## config.mk

```make
export PLATFORM = sky130hd
export DESIGN_NAME = onewire_slave_byte_receiver_core
export DESIGN_NICKNAME = d
export VERILOG_FILES = /design/src/rtl/owsbr_pkg.sv /design/src/rtl/owsbr_core.sv /design/src/rtl/owsbr_out_buf.sv /design/src/rtl/onewire_slave_byte_receiver_core.sv
export SDC_FILE = /design/constraint.sdc
export NUM_CORES = 1
export LEC_CHECK = 0
export CAP_MARGIN = 20
export CORE_MARGIN = 8
export CORE_UTILIZATION = 40
export CTS_CLUSTER_DIAMETER = 60
export DETAILED_ROUTE_END_ITERATION = 7
export DONT_BUFFER_PORTS = 1
export HOLD_SLACK_MARGIN = 0.03
export SETUP_SLACK_MARGIN = 0.2
export SYNTH_ARGS = -nofsm -noshare
export SYNTH_HDL_FRONTEND = slang
export SYNTH_HIERARCHICAL = 1
export SYNTH_SLANG_ARGS = --single-unit
```

## constraint.sdc

```tcl
create_clock -name clk -period 3.8 [get_ports clk]
set_input_delay 1.14 -clock clk [delete_from_list [all_inputs] [get_ports clk]]
set_output_delay 1.14 -clock clk [all_outputs]
set_load 0.05 [all_outputs]
```

## src/rtl/owsbr_pkg.sv

```systemverilog
`default_nettype none
package owsbr_pkg;

  localparam int ByteW  = 8;
  localparam int CountW = 8;
  localparam int BitsW  = 4;
  localparam int PhaseW = 3;
  localparam int CfgIdxW = 1;

  localparam logic [PhaseW-1:0] PH_IDLE  = 3'd0;
  localparam logic [PhaseW-1:0] PH_BEGIN = 3'd1;
  localparam logic [PhaseW-1:0] PH_RESET = 3'd2;
  localparam logic [PhaseW-1:0] PH_READ  = 3'd3;
  localparam logic [PhaseW-1:0] PH_DONE  = 3'd4;

  localparam logic [CfgIdxW-1:0] REG_SAMPLE_POINT = 1'd0;
  localparam logic [CfgIdxW-1:0] REG_RESET_POINT  = 1'd1;

  localparam logic [CountW-1:0] SAMPLE_POINT_RST = 8'd4;
  localparam logic [CountW-1:0] RESET_POINT_RST  = 8'd68;

  typedef struct packed {
    logic line_level;
    logic host_ack;
  } in_t;

  typedef struct packed {
    logic              byte_ready;
    logic [ByteW-1:0]  byte_value;
    logic [PhaseW-1:0] phase;
  } out_t;

endpackage
`default_nettype wire

```

## src/rtl/owsbr_core.sv

```systemverilog
`default_nettype none
module owsbr_core
  import owsbr_pkg::*;
(
  input  wire logic               clk,
  input  wire logic               rst_n,
  input  wire logic               cfg_we,
  input  wire logic [CfgIdxW-1:0] cfg_index,
  input  wire logic [CountW-1:0]  cfg_wdata,
  input  wire logic               step,
  input  wire in_t                step_data,
  output out_t                    result
);

  logic [CountW-1:0] sample_point_r, reset_point_r;
  logic              prev_level_r;
  logic [CountW-1:0] tick_r, tick_nxt;
  logic [PhaseW-1:0] phase_r, phase_nxt;
  logic [ByteW-1:0]  shift_r, shift_nxt;
  logic [BitsW-1:0]  bits_r, bits_nxt;
  logic [ByteW-1:0]  held_r, held_nxt;
  logic              ready_r, ready_nxt;
  logic              lvl;
  logic              rise;

  assign lvl  = step_data.line_level;
  assign rise = lvl & ~prev_level_r;

  always_comb begin
    tick_nxt  = tick_r;
    phase_nxt = phase_r;
    shift_nxt = shift_r;
    bits_nxt  = bits_r;
    held_nxt  = held_r;
    ready_nxt = step_data.host_ack ? 1'b0 : ready_r;
    if (rise) begin
      tick_nxt = '0;
      case (phase_r)
        PH_IDLE:  phase_nxt = PH_BEGIN;
        PH_RESET: phase_nxt = PH_READ;
        PH_DONE:  phase_nxt = PH_IDLE;
        default:  phase_nxt = phase_r;
      endcase
    end else begin
      tick_nxt = tick_r + 1'b1;
      if (tick_nxt == sample_point_r && phase_nxt == PH_READ) begin
        shift_nxt = {~lvl, shift_r[ByteW-1:1]};
        bits_nxt  = bits_r + 1'b1;
        if (bits_nxt[BitsW-1]) begin
          phase_nxt = PH_DONE;
          held_nxt  = shift_nxt;
          ready_nxt = 1'b1;
        end
      end
      if (tick_nxt == reset_point_r) begin
        if (phase_nxt == PH_BEGIN && lvl) begin
          phase_nxt = PH_RESET;
          shift_nxt = '0;
          bits_nxt  = '0;
        end else begin
          phase_nxt = PH_IDLE;
        end
      end
      if (tick_nxt == '0 && phase_nxt != PH_RESET) begin
        phase_nxt = PH_IDLE;
      end
    end
  end

  assign result.byte_ready = ready_nxt;
  assign result.byte_value = held_nxt;
  assign result.phase      = phase_nxt;

  always_ff @(posedge clk) begin
    if (!rst_n) begin
      sample_point_r <= SAMPLE_POINT_RST;
      reset_point_r  <= RESET_POINT_RST;
      prev_level_r   <= 1'b0;
      tick_r         <= '0;
      phase_r        <= PH_IDLE;
      shift_r        <= '0;
      bits_r         <= '0;
      held_r         <= '0;
      ready_r        <= 1'b0;
    end else begin
      if (cfg_we) begin
        case (cfg_index)
          REG_SAMPLE_POINT: sample_point_r <= cfg_wdata;
          REG_RESET_POINT:  reset_point_r  <= cfg_wdata;
          default:          ;
        endcase
      end
      if (step) begin
        prev_level_r <= lvl;
        tick_r       <= tick_nxt;
        phase_r      <= phase_nxt;
        shift_r      <= shift_nxt;
        bits_r       <= bits_nxt;
        held_r       <= held_nxt;
        ready_r      <= ready_nxt;
      end
    end
  end

endmodule
`default_nettype wire

```

## src/rtl/owsbr_out_buf.sv

```systemverilog
`default_nettype none
module owsbr_out_buf
  import owsbr_pkg::*;
(
  input  wire logic clk,
  input  wire logic rst_n,
  input  wire logic push,
  input  wire out_t push_data,
  output logic      space,
  output logic      out_valid,
  input  wire logic out_ready,
  output out_t      out_data
);

  logic out_valid_r, skid_valid_r;
  out_t out_data_r, skid_data_r;
  logic pop;

  assign pop       = out_valid_r & out_ready;
  assign space     = ~skid_valid_r;
  assign out_valid = out_valid_r;
  assign out_data  = out_data_r;

  always_ff @(posedge clk) begin
    if (!rst_n) begin
      out_valid_r  <= 1'b0;
      skid_valid_r <= 1'b0;
    end else if (skid_valid_r) begin
      if (pop) begin
        out_valid_r  <= 1'b1;
        skid_valid_r <= push;
      end
    end else if (!out_valid_r || pop) begin
      out_valid_r <= push;
    end else if (push) begin
      skid_valid_r <= 1'b1;
    end
  end

  always_ff @(posedge clk) begin
    if (skid_valid_r) begin
      if (pop) begin
        out_data_r  <= skid_data_r;
        skid_data_r <= push_data;
      end
    end else if (!out_valid_r || pop) begin
      out_data_r <= push_data;
    end else begin
      skid_data_r <= push_data;
    end
  end

endmodule
`default_nettype wire

```

## src/rtl/onewire_slave_byte_receiver_core.sv

```systemverilog
// One-wire slave byte receiver, stepped once per prescaled timer tick.
// Each request on the in_ channel carries the sampled line level (1 means
// the line is pulled active) and the host acknowledge for the ready flag.
// Each request produces exactly one result on the out_ channel: the ready
// flag, the last complete byte and the bus phase after that tick.
// The tick is evaluated at the edge where it is accepted, and its result is
// registered into the output buffer at that same edge.
// While in_ready is high a new request is accepted every cycle.
// The state update is a single pass of compare and shift logic on the
// state registers, so nothing limits the rate but the output buffer.
// A two-entry output buffer decouples the channels; in_ready drops only
// when both entries hold results the receiver has not taken yet.
// The cfg_ port writes the sample point (index 0) and the reset point
// (index 1) whenever cfg_we is high.
// Synchronous reset clears the state, empties the buffer and restores the
// sample point to 4 and the reset point to 68.
`default_nettype none
module onewire_slave_byte_receiver_core
  import owsbr_pkg::*;
(
  input  wire logic               clk,
  input  wire logic               rst_n,
  input  wire logic               cfg_we,
  input  wire logic [CfgIdxW-1:0] cfg_index,
  input  wire logic [CountW-1:0]  cfg_wdata,
  input  wire logic               in_valid,
  output logic                    in_ready,
  input  wire in_t                in_data,
  output logic                    out_valid,
  input  wire logic               out_ready,
  output out_t                    out_data
);

  logic accept;
  out_t result;

  assign accept = in_valid & in_ready;

  owsbr_core u_core (
    .clk       (clk),
    .rst_n     (rst_n),
    .cfg_we    (cfg_we),
    .cfg_index (cfg_index),
    .cfg_wdata (cfg_wdata),
    .step      (accept),
    .step_data (in_data),
    .result    (result)
  );

  owsbr_out_buf u_out_buf (
    .clk       (clk),
    .rst_n     (rst_n),
    .push      (accept),
    .push_data (result),
    .space     (in_ready),
    .out_valid (out_valid),
    .out_ready (out_ready),
    .out_data  (out_data)
  );

endmodule
`default_nettype wire

```

======== Yosys cells after proc, flatten, opt, wreduce, memory -nomap -nowiden ========
Cells that the tools add are included.
storage, ports and cells
  bits in registers ....................... 75
  input bits .............................. 16
  output and inout port bits .............. 14
operators by class
  reduce and logical (&&, ||, !) cells .... 13
  multiplexer cells ....................... 36
  equality and inequality tests ........... 9
  $add $sub $neg .......................... 2
  bitwise operators ....................... 8
operator list
  operator             count
  $mux 12              6
  $mux 8               7
  $mux 3               7
  $eq 8x8->1           2
  $mux 4               3
  $mux 1               11
  $reduce_and 2->1     5
  $pmux 3 s3           1
  $add 8x1->8 const B  1
  $logic_not 8->1      1
  $eq 3x2->1 const B   2
  $not 1->1            5
  $add 4x1->4 const B  1
  $and 1x1->1          3
  $eq 3x1->1 const B   1
  $eq 3x3->1 const B   1
  $logic_and 1x1->1    3
  $logic_not 3->1      1
  $ne 3x2->1 const B   1
  $mux 2               1
  $ne 2x1->1 const B   1
  $ne 2x2->1 const B   1
  $reduce_bool 2->1    1
  $logic_not 1->1      1
  $logic_or 1x1->1     1

======== Depth between registers and ports, before layout ========
Gate-level depths: netlist (run 1).
  depth in word-level cells ............... 16
  depth in mapped cells ................... 11

======== Modules after synthesis ========
The synthesis (run 1) kept the hierarchy.
by module, submodules not included
  module                            sequential area each (um^2)  times used  area each (um^2)  cells an instance
  owsbr_core                        960.9                        1           2598.7            321
  owsbr_out_buf                     760.7                        1           1028.5            53
  onewire_slave_byte_receiver_core  0.0                          1           6.3               1

======== Worst setup path after synthesis (run 1) ========
Ideal clock, no wire load.
  path type ............................... flip-flop to flip-flop
  start ................................... register u_core.tick_r[1]
  end ..................................... register u_out_buf.out_data_r, in the netlist u_out_buf/out_data[9], data pin
  path slack .............................. 810 ps
  period minus slack after synthesis ...... 2990 ps
  arrival ................................. 2730 ps
  required time ........................... 3540 ps
  stages on the path, launching flop included .. 10
  library setup time ...................... 260 ps
  path buffers ............................ 0
  cells stage by stage .................... dfxtp_1 > ha_1 > xnor2_1 > nand4_1 > nor4_4 > o2111ai_4 > or4_4 > nor2_4 > mux2_2 > mux2_4
RTL lines
  element                 RTL line             source
  from (decl)             owsbr_core.sv:17     logic [CountW-1:0] tick_r, tick_nxt;
  from (signal assigned)  owsbr_core.sv:95     tick_r <= tick_nxt;
  to (signal assigned)    owsbr_out_buf.sv:43  out_data_r <= skid_data_r;
  to (signal assigned)    owsbr_out_buf.sv:47  out_data_r <= push_data;
  to (decl)               owsbr_out_buf.sv:16  out_t out_data_r, skid_data_r;

==> results of run 1 <==
==> area by class of cell <==
class                           count  share of cell area, %
Multi-Input combinational cell    269                   44.5
Sequential cell                    74                   44.0
Tap cell                          108                   3.45
Clock buffer                        9                   3.16
Clock inverter                      7                   2.75
Timing Repair Buffer                6                   1.15
Inverter                           10                  0.959
==> registers in the layout, summed over array words and instances (netlist names), 3 cells and up <==
signal	flops
u_core/bits_r	4
u_core/held_r	8
u_core/phase_r	3
u_core/reset_point_r	8
u_core/sample_point_r	8
u_core/shift_r	7
u_core/tick_r	8
u_out_buf/out_data	12
u_out_buf/skid_data_r	12
==> cell families (layout without fill, tap and decap cells) <==
logic type,Yosys count,in the layout,synth area share (%)
mux,33,33,10.6
xor+xnor,26,26,6.65
buf+inv,32,32,4.65
simple gates,145,145,19.0
fa+ha+maj,2,2,0.689
flops,74,74,47.4
compound gates,63,63,11.0
==> worst paths after layout <==
path,startpoint,end,slack [ps],cells after the start
worst max-delay path,u_core/tick_r[1],u_out_buf/out_data[9],380,9
worst min register to register,u_core/reset_point_r[3],u_core/reset_point_r[3],470,2
worst min-delay path,u_core/reset_point_r[3],u_core/reset_point_r[3],470,2
worst max register to register,u_core/tick_r[1],u_out_buf/out_data[9],380,9
==> stage by stage <==
step | utilization [%] | instances | cell area (µm²) | hold slack, ps | worst slack [ps]
finish | 44.7 | 483 | 3910 | 471 | 382
global route | 44.7 | 483 | 3910 | 497 | 280
CTS | 44.7 | 483 | 3910 | 474 | 380
detailed placement | 42.0 | 467 | 3680 | 462 | 406
global placement | 42.0 | 467 | 3680 | 459 | 534
floorplan | - | 375 | 3630 | 445 | 810
==> layer usage <==
layer | vias to the layer above | GRT usage (%) | wire length (µm)
met1 | 1169 | 14.4 | 3310
met2 | 66 | 18.6 | 3270
met5 | - | 0 | 0
met3 | 4 | 4.82 | 593
met4 | 0 | 4.27 | 42
li1 | 1295 | - | -
==> worst min-delay path: stages, from the launching register on <==
cell	delay [ps]
dfxtp_1	320
nand2_1	50
a21oi_1	50
==> report_power, final <==
part	total, mW	switching, mW	internal (mW)
registers	0.955	0.0956	0.860
clock network	0.701	0.318	0.383
logic	0.138	0.0837	0.0543
total	1.79	0.497	1.30
==> cells in the final DEF (no fill, tap or decap), drive strengths merged, types with 3 or more instances in the layout <==
| cell | count |
|---|---|
| a21oi | 31 |
| and2 | 4 |
| buf | 6 |
| clkbuf | 9 |
| dfxtp | 50 |
| edfxtp | 24 |
| inv | 13 |
| mux2 | 20 |
| mux2i | 13 |
| nand2 | 59 |
| nand3 | 13 |
| nand4 | 4 |
| nor2 | 35 |
| nor2b | 3 |
| nor3 | 12 |
| nor4 | 3 |
| o21ai | 17 |
| o22ai | 3 |
| xnor2 | 17 |
| xor2 | 8 |
==> run metrics, run 1 <==
DRT iter0 DRCs roughly 130; prevailing post-synth register cell dfxtp_1; Hold Crit Class flip-flop to flip-flop; number of buffers created by CTS 9; row count 34; Post-CTS Setup Bufs 0; WL/cell ~15 µm; synthesized netlist cell count roughly 380; EDFF count, synth 24; Port Buf Inserts 0; critical path endpoint category flip-flop; Post-Syn Nets 393; Async SR Flop Fraction 0%; Crit Path Class flip-flop to flip-flop; Worst-Margin Slew approximately 840 ps; H-tree depth 3; count leader, synth nand2_1; gpl congestion 0.932; total gr overflow 0; register area share after synthesis 47.4%; DRT Pass-1 Iters 4; area of the multi-input gates 1740 µm²; syn avg cell area roughly 9.7 µm²; Post-CTS Resized 0; Die ar. around 12000 µm²; CP required 3910 ps; global-route wire length before repair about 12 mm; max_cap viols 0; WL final 7.22 mm; Yosys warning total 6; # setup viols final 0; most frequent cells after synthesis nand2_1, dfxtp_1, nor2_1, a21oi_1, edfxtp_1; crit path cell chain ha_1, xnor2_1, nand4_1, nor4_4, o2111ai_4, or4_4, nor2_4, mux2_2, mux2_4; Final Max Slew Viols 0; core area between 8000 and 9000 µm²; DR DRC count 0; crit-path leading delay family simple AND/OR/NAND/NOR gates; n_diodes 0; CTS max path bufs 2; post-DR vias/cell 5.25; total number of vias 2534; synth unique cells 52; initial antenna violation count 0; Final Hold Fails 0; GR Util All Layers 11.9%; Buf/Inv on CP 0; Routed Antenna Nets 0; crit-path max FO 11; clk root buf clkbuf_8; outcome finished clean; Final nets 388; dominant cells by area after synthesis dfxtp_1, edfxtp_1, nand2_1, a21oi_1, xnor2_1; Yosys top cell area share 27.5%; Final Cycle Share 90.0%; Max rail drop VDD 0.198 mV; Startpoint Class flip-flop; Slowest Stage Delay on Critical Path 580 ps; Tmin final 3420 ps; Sequential cell area 1720 µm²; fraction of layout cells with a size suffix above 1 13.3%; Netlist Area Pre-Place about 3600 µm²; leakage roughly 1.4 nW; Synth Register Bits 74; hold_buf cts 0; Total Power 1.79 mW; Layout fillers 850; CTS clock-pin slew for the worst setup and hold paths 80 ps; setup TNS 0 ps; die width 111 µm; Worst-Skew Late Latency 350 ps; RSZ-0062 raised after global routing false; Worst Path Arrival 3520 ps; Die H 111 µm; Max-slew headroom approximately 44%; highest clock rate 293 MHz; CP max stage cell or4_4; Synth area leader dfxtp_1; Setup Skew 14.9 ps; Layout area overhead 7.71%; Clock Sinks 74; TritonCTS clock tree yes; vias in the first global route 2515; I/O pin cnt 30; power per cell area 459 nW/µm²; DPL Wire Length 5.20 mm; Initial Utilization 41.5%; largest net degree at the start of global routing 23
No activity file was read; power rests on OpenSTA's default activity.
==> run 2: changes to the inputs <==
--- a/config.mk
+++ b/config.mk
@@ -5,6 +5,7 @@
 export SDC_FILE = /design/constraint.sdc
 export NUM_CORES = 1
 export LEC_CHECK = 0
+export ABC_AREA = 1
 export CAP_MARGIN = 20
 export CORE_MARGIN = 8
 export CORE_UTILIZATION = 40
@@ -17,3 +18,4 @@
 export SYNTH_HDL_FRONTEND = slang
 export SYNTH_HIERARCHICAL = 1
 export SYNTH_SLANG_ARGS = --single-unit
+export TNS_END_PERCENT = 50
==> run metrics, run 2 <==
outcome finished clean; clk root buf clkbuf_8; row count 35; Max rail drop VDD about 0.15 mV; Post-Syn Nets just over 500; syn avg cell area 7.51 µm²; RR Endpoint u_out_buf/out_data[4]; number of buffers created by CTS 9; DR DRC count 0; WL final just under 8 mm; GR Util All Layers 13.1%; Netlist Area Pre-Place 3720 µm²; Worst R2R Path Depth 15; DPL Wire Length approximately 5.8 mm; most frequent cells after synthesis nand2_1, inv_1, dfxtp_1, nor2_1, nand3_1; total gr overflow 0; max_cap viols 0; Crit Path Class flip-flop to flip-flop; Async SR Flop Fraction 0%; Die H 112 µm; post-DR vias/cell 4.94; Worst Hold Launch u_core/sample_point_r[5]; Tmin final roughly 2900 ps; H-tree depth 3; dominant cells by area after synthesis dfxtp_1, edfxtp_1, nand2_1, inv_1, nor2_1; global-route wire length before repair between 10 and 15 mm; die width 112 µm; gpl congestion 0.913; initial antenna violation count 0; Die ar. around 13000 µm²; critical path endpoint category flip-flop; synth unique cells 31; r2r startpoint u_core/tick_r[0]; Startpoint Class flip-flop; Post-CTS Resized 0; total number of vias roughly 3000; # setup viols final 0; EDFF count, synth 24; prevailing post-synth register cell dfxtp_1; setup TNS 0 ps; Layout area overhead 6.66%; Final Max Slew Viols 0; highest clock rate between 300 and 400 MHz; Yosys top cell area share 26.9%; Worst-Skew Late Latency 350 ps; count leader, synth nand2_1; crit-path max FO 16; WL/cell approximately 13 µm; most frequent cells in the layout nand2_1, inv_1, dfxtp_1, nor2_1, nand3_1; Final nets 509; Final Cycle Share 76.5%; vias in the first global route 2834; Total Power 1.76 mW; core area 9150 µm²; hold_buf cts 0; DRT Pass-1 Iters 4; Worst-Margin Slew a little under 1000 ps; Routed Antenna Nets 0; Setup Skew 14.4 ps; Synth area leader dfxtp_1; CP required 3910 ps; R2R Setup Slk approximately 900 ps; DRT iter0 DRCs 193; power per cell area 444 nW/µm²; Max-slew headroom about 34%; Worst Path Arrival approximately 3000 ps; fraction of layout cells with a size suffix above 1 12.1%; Hold Crit Class flip-flop to flip-flop; RSZ-0062 raised after global routing false; Post-CTS Setup Bufs 0; synthesized netlist cell count 495; I/O pin cnt 30; Initial Utilization 40.6%; most common cell after layout, fill and taps aside nand2_1; Yosys warning total 6; Final Hold Fails 0; CTS max path bufs 2; Clock Sinks 74; leakage between 1.5 and 2 nW; worst hold endpoint u_core/sample_point_r[5]; Min-Delay Path Depth 2; n_diodes 0; largest net degree at the start of global routing 23; register area share after synthesis 46.3%; Synth Register Bits 74; TritonCTS clock tree yes; Port Buf Inserts 0; CTS clock-pin slew for the worst setup and hold paths around 90 ps
## run 2: worst max-delay path: stages, from the launching register on
cell and delay [ps]:
dfxtp_1 440, ha_1 270, nand2_2 150, nor2_2 130, nand2_1 80, nand2_2 100, inv_2 50, nand2_1 70
nand3_1 100, nor2_2 170, nand4_4 150, or2_1 540, nand2_2 160, o21ai_2 90, nand2_1 100, nand2_1 50
## run 2: routing by layer
layer  track usage (%)  part of all wire, %  wire length, µm  up-vias
li1                  -                    -                -     1589
met5                 0                    0                0        -
met1              16.7                   49             3880     1348
met4              5.22                  1.1               90        0
met2              21.2                   45             3590       50
met3              2.90                  4.9              386       11
## run 2: worst max-delay path by stage
stage	from	slack (ps)	to	depth (start not counted)
6_report	u_core/tick_r[0]	890	u_out_buf/out_data[4]	15
3_5_place_dp	u_core/tick_r[0]	920	u_out_buf/out_data[4]	15
4_1_cts	u_core/tick_r[0]	900	u_out_buf/out_data[9]	15
3_3_place_gp	u_core/tick_r[0]	1020	u_out_buf/out_data[3]	15
5_1_grt	u_core/tick_r[0]	640	u_out_buf/out_data[4]	15
2_1_floorplan	in_data[1]	1420	u_out_buf/out_data[11]	9
## run 2: through the flow
stage	instance area, µm²	utilization [%]	std cells	worst slack, ps	hold WS, ps
after floorplan	3720	-	495	1420	442
after global placement	3770	41.2	591	1020	462
after detailed placement	3770	41.2	591	920	458
after CTS	3970	43.3	607	898	470
after global routing	3970	43.3	607	638	489
final	3970	43.3	607	892	468
## run 2: power by group
part	leakage (nW)	switching, mW	internal, mW
logic	0.948	0.115	0.0576
registers	0.657	0.101	0.879
clock network	0.0925	0.304	0.305
total	1.70	0.519	1.24
## run 2: kinds of logic (layout without fill, tap and decap cells)
family / Yosys count / in the layout / synth area share (%)
AND/OR/NAND/NOR: 247 / 247 / 29.3
AO/OA/AOI/OAI: 89 / 89 / 13.5
buffers and inverters: 78 / 79 / 9.05
flip-flops: 74 / 74 / 46.3
XOR/XNOR: 5 / 5 / 1.18
adder cells (fa/ha/maj): 2 / 2 / 0.673
## run 2: layout make-up
cell class / count / area, µm²
clock buffers: 10 / 128
clock inverters: 6 / 67.6
fillers: 949 / 5180
inverters: 60 / 228
multi-input cells: 343 / 1660
flip-flops and latches: 74 / 1720
well taps: 111 / 139
repair buffers: 3 / 22.5
==> run 3: changes to the inputs <==
--- a/config.mk
+++ b/config.mk
@@ -5,7 +5,7 @@
 export SDC_FILE = /design/constraint.sdc
 export NUM_CORES = 1
 export LEC_CHECK = 0
-export ABC_AREA = 1
+export ABC_AREA = 0
 export CAP_MARGIN = 20
 export CORE_MARGIN = 8
 export CORE_UTILIZATION = 40
==> constraint.sdc (replaced) <==
create_clock -name clk -period 2.6 [get_ports clk]
set_input_delay 0.78 -clock clk [delete_from_list [all_inputs] [get_ports clk]]
set_output_delay 0.78 -clock clk [all_outputs]
set_load 0.05 [all_outputs]
==> run metrics, run 3 (same netlist as run 1, synthesis figures left out) <==
outcome complete, but fails checks; failing checks negative setup slack; Clock Sinks 74; Layout area overhead 21.8%; Worst Path Arrival 2920 ps; Tmin final roughly 2800 ps; leakage 1.67 nW; n_diodes 0; most frequent cells in the layout nand2_1, buf_4, dfxtp_1, nor2_1, a21oi_1; highest clock rate 355 MHz; GR Util All Layers 12.5%; Final Hold Fails 0; Setup Skew roughly 11 ps; Final Cycle Share 108%; Die ar. 12400 µm²; core area 8760 µm²; # setup viols final 10; Hold Crit Class flip-flop to flip-flop; Max-slew headroom 58.5%; Startpoint Class flip-flop; largest net degree at the start of global routing 22; crit-path max FO 7; gpl congestion 0.886; number of buffers created by CTS 9; DR DRC count 0; Initial Utilization 41.5%; Seq pwr share 53.8%; I/O pin cnt 30; Crit Path Class flip-flop to flip-flop; die width 111 µm; CTS clock-pin slew for the worst setup and hold paths roughly 90 ps; row count 34; WL/cell 14.6 µm; post-DR vias/cell 5.20; vias in the first global route 2700; CTS max path bufs 2; max_cap viols 0; RSZ-0062 raised after global routing true; DRT iter0 DRCs 91; WL final 7.72 mm; setup TNS -1990 ps; Port Buf Inserts 0; DP Area 4050 µm²; switching power 0.744 mW; power share of the combinational group 10.0%; global-route wire length before repair ~13 mm; Max rail drop VDD 0.329 mV; Worst-Margin Slew 620 ps; initial antenna violation count 0; Final Max Slew Viols 0; DRT Pass-1 Iters 4; Final nets roughly 430; most common cell after layout, fill and taps aside nand2_1; Routed Antenna Nets 0; power per cell area 581 nW/µm²; total gr overflow 0; TritonCTS clock tree yes; CP required 2710 ps; DPL Wire Length 5.58 mm; total internal power 1.83 mW; H-tree depth 3; critical path endpoint category flip-flop; design area 4430 µm²; Worst-Skew Late Latency 350 ps; total number of vias between 2000 and 3000; Die H about 110 µm; dpl ws -365 ps; Clock Power Share between 30 and 40%; post-route setup slack -214 ps; fraction of layout cells with a size suffix above 1 27.4%; clk root buf clkbuf_8; switch share 28.9%
==> run 3: per-layer routing <==
layer  up-vias  share of wire [%]  GRT usage [%]
met2        58                 46           20.3
met3        11                5.5           3.95
li1       1387                  -              -
met1      1284                 47           15.1
met4         0                1.3           4.44
met5         -                  0              0
==> run 3: worst paths after layout <==
path	end	slack [ps]	from	cells after the start
setup reg to reg	u_out_buf/out_data[8]	-210	u_core/tick_r[0]	10
hold reg to reg	u_core/reset_point_r[4]	470	u_core/reset_point_r[4]	2
hold / removal	u_core/reset_point_r[4]	470	u_core/reset_point_r[4]	2
setup / recovery	u_out_buf/out_data[8]	-210	u_core/tick_r[0]	10
==> run 3: layout make-up <==
class	count	area, µm²
Clock buffer	9	124
Sequential cell	74	1730
Clock inverter	7	82.6
Fill cell	790	4340
Tap cell	108	135
Inverter	10	37.5
Multi-Input combinational cell	269	1910
Timing Repair Buffer	50	408
==> run 3: power by group through the flow <==
stage	Sequential (mW)	Clock [mW]	Combinational (mW)
floorplan	1.41	0	0.178
finish	1.38	0.930	0.258
detailed placement	1.41	0	0.245
global route	1.39	1.00	0.285
global placement	1.41	0	0.240
CTS	1.39	0.963	0.253
==> run 3: critical path: stages (launching register included) <==
cell and delay, ps:
dfxtp_2 370, ha_4 190, and3_1 240, nor2_1 70, a211oi_2 230, nor2_1 90
or4_4 560, nor2_4 120, buf_12 140, mux2_4 300, mux2_4 260
==> run 3: metrics by stage <==
stage                     std cells  hold slack, ps  total power [mW]  util, %
after floorplan                 375             445              1.59        -
after global placement          507             459              1.65     46.2
after detailed placement        507             468              1.66     46.2
after CTS                       525             479              2.60     49.8
after global routing            527             489              2.68     50.5
final                           527             474              2.57     50.5
==> run 3: what timing repair did <==
| action | 4_1_cts | 5_1_grt |
|---|---|---|
| pin swaps | 2 | 2 |
| hold buffers | 0 | 0 |
| resized for setup | 21 | 11 |
| setup endpoints to repair | 37 | 45 |
| setup buffers | 2 | 2 |
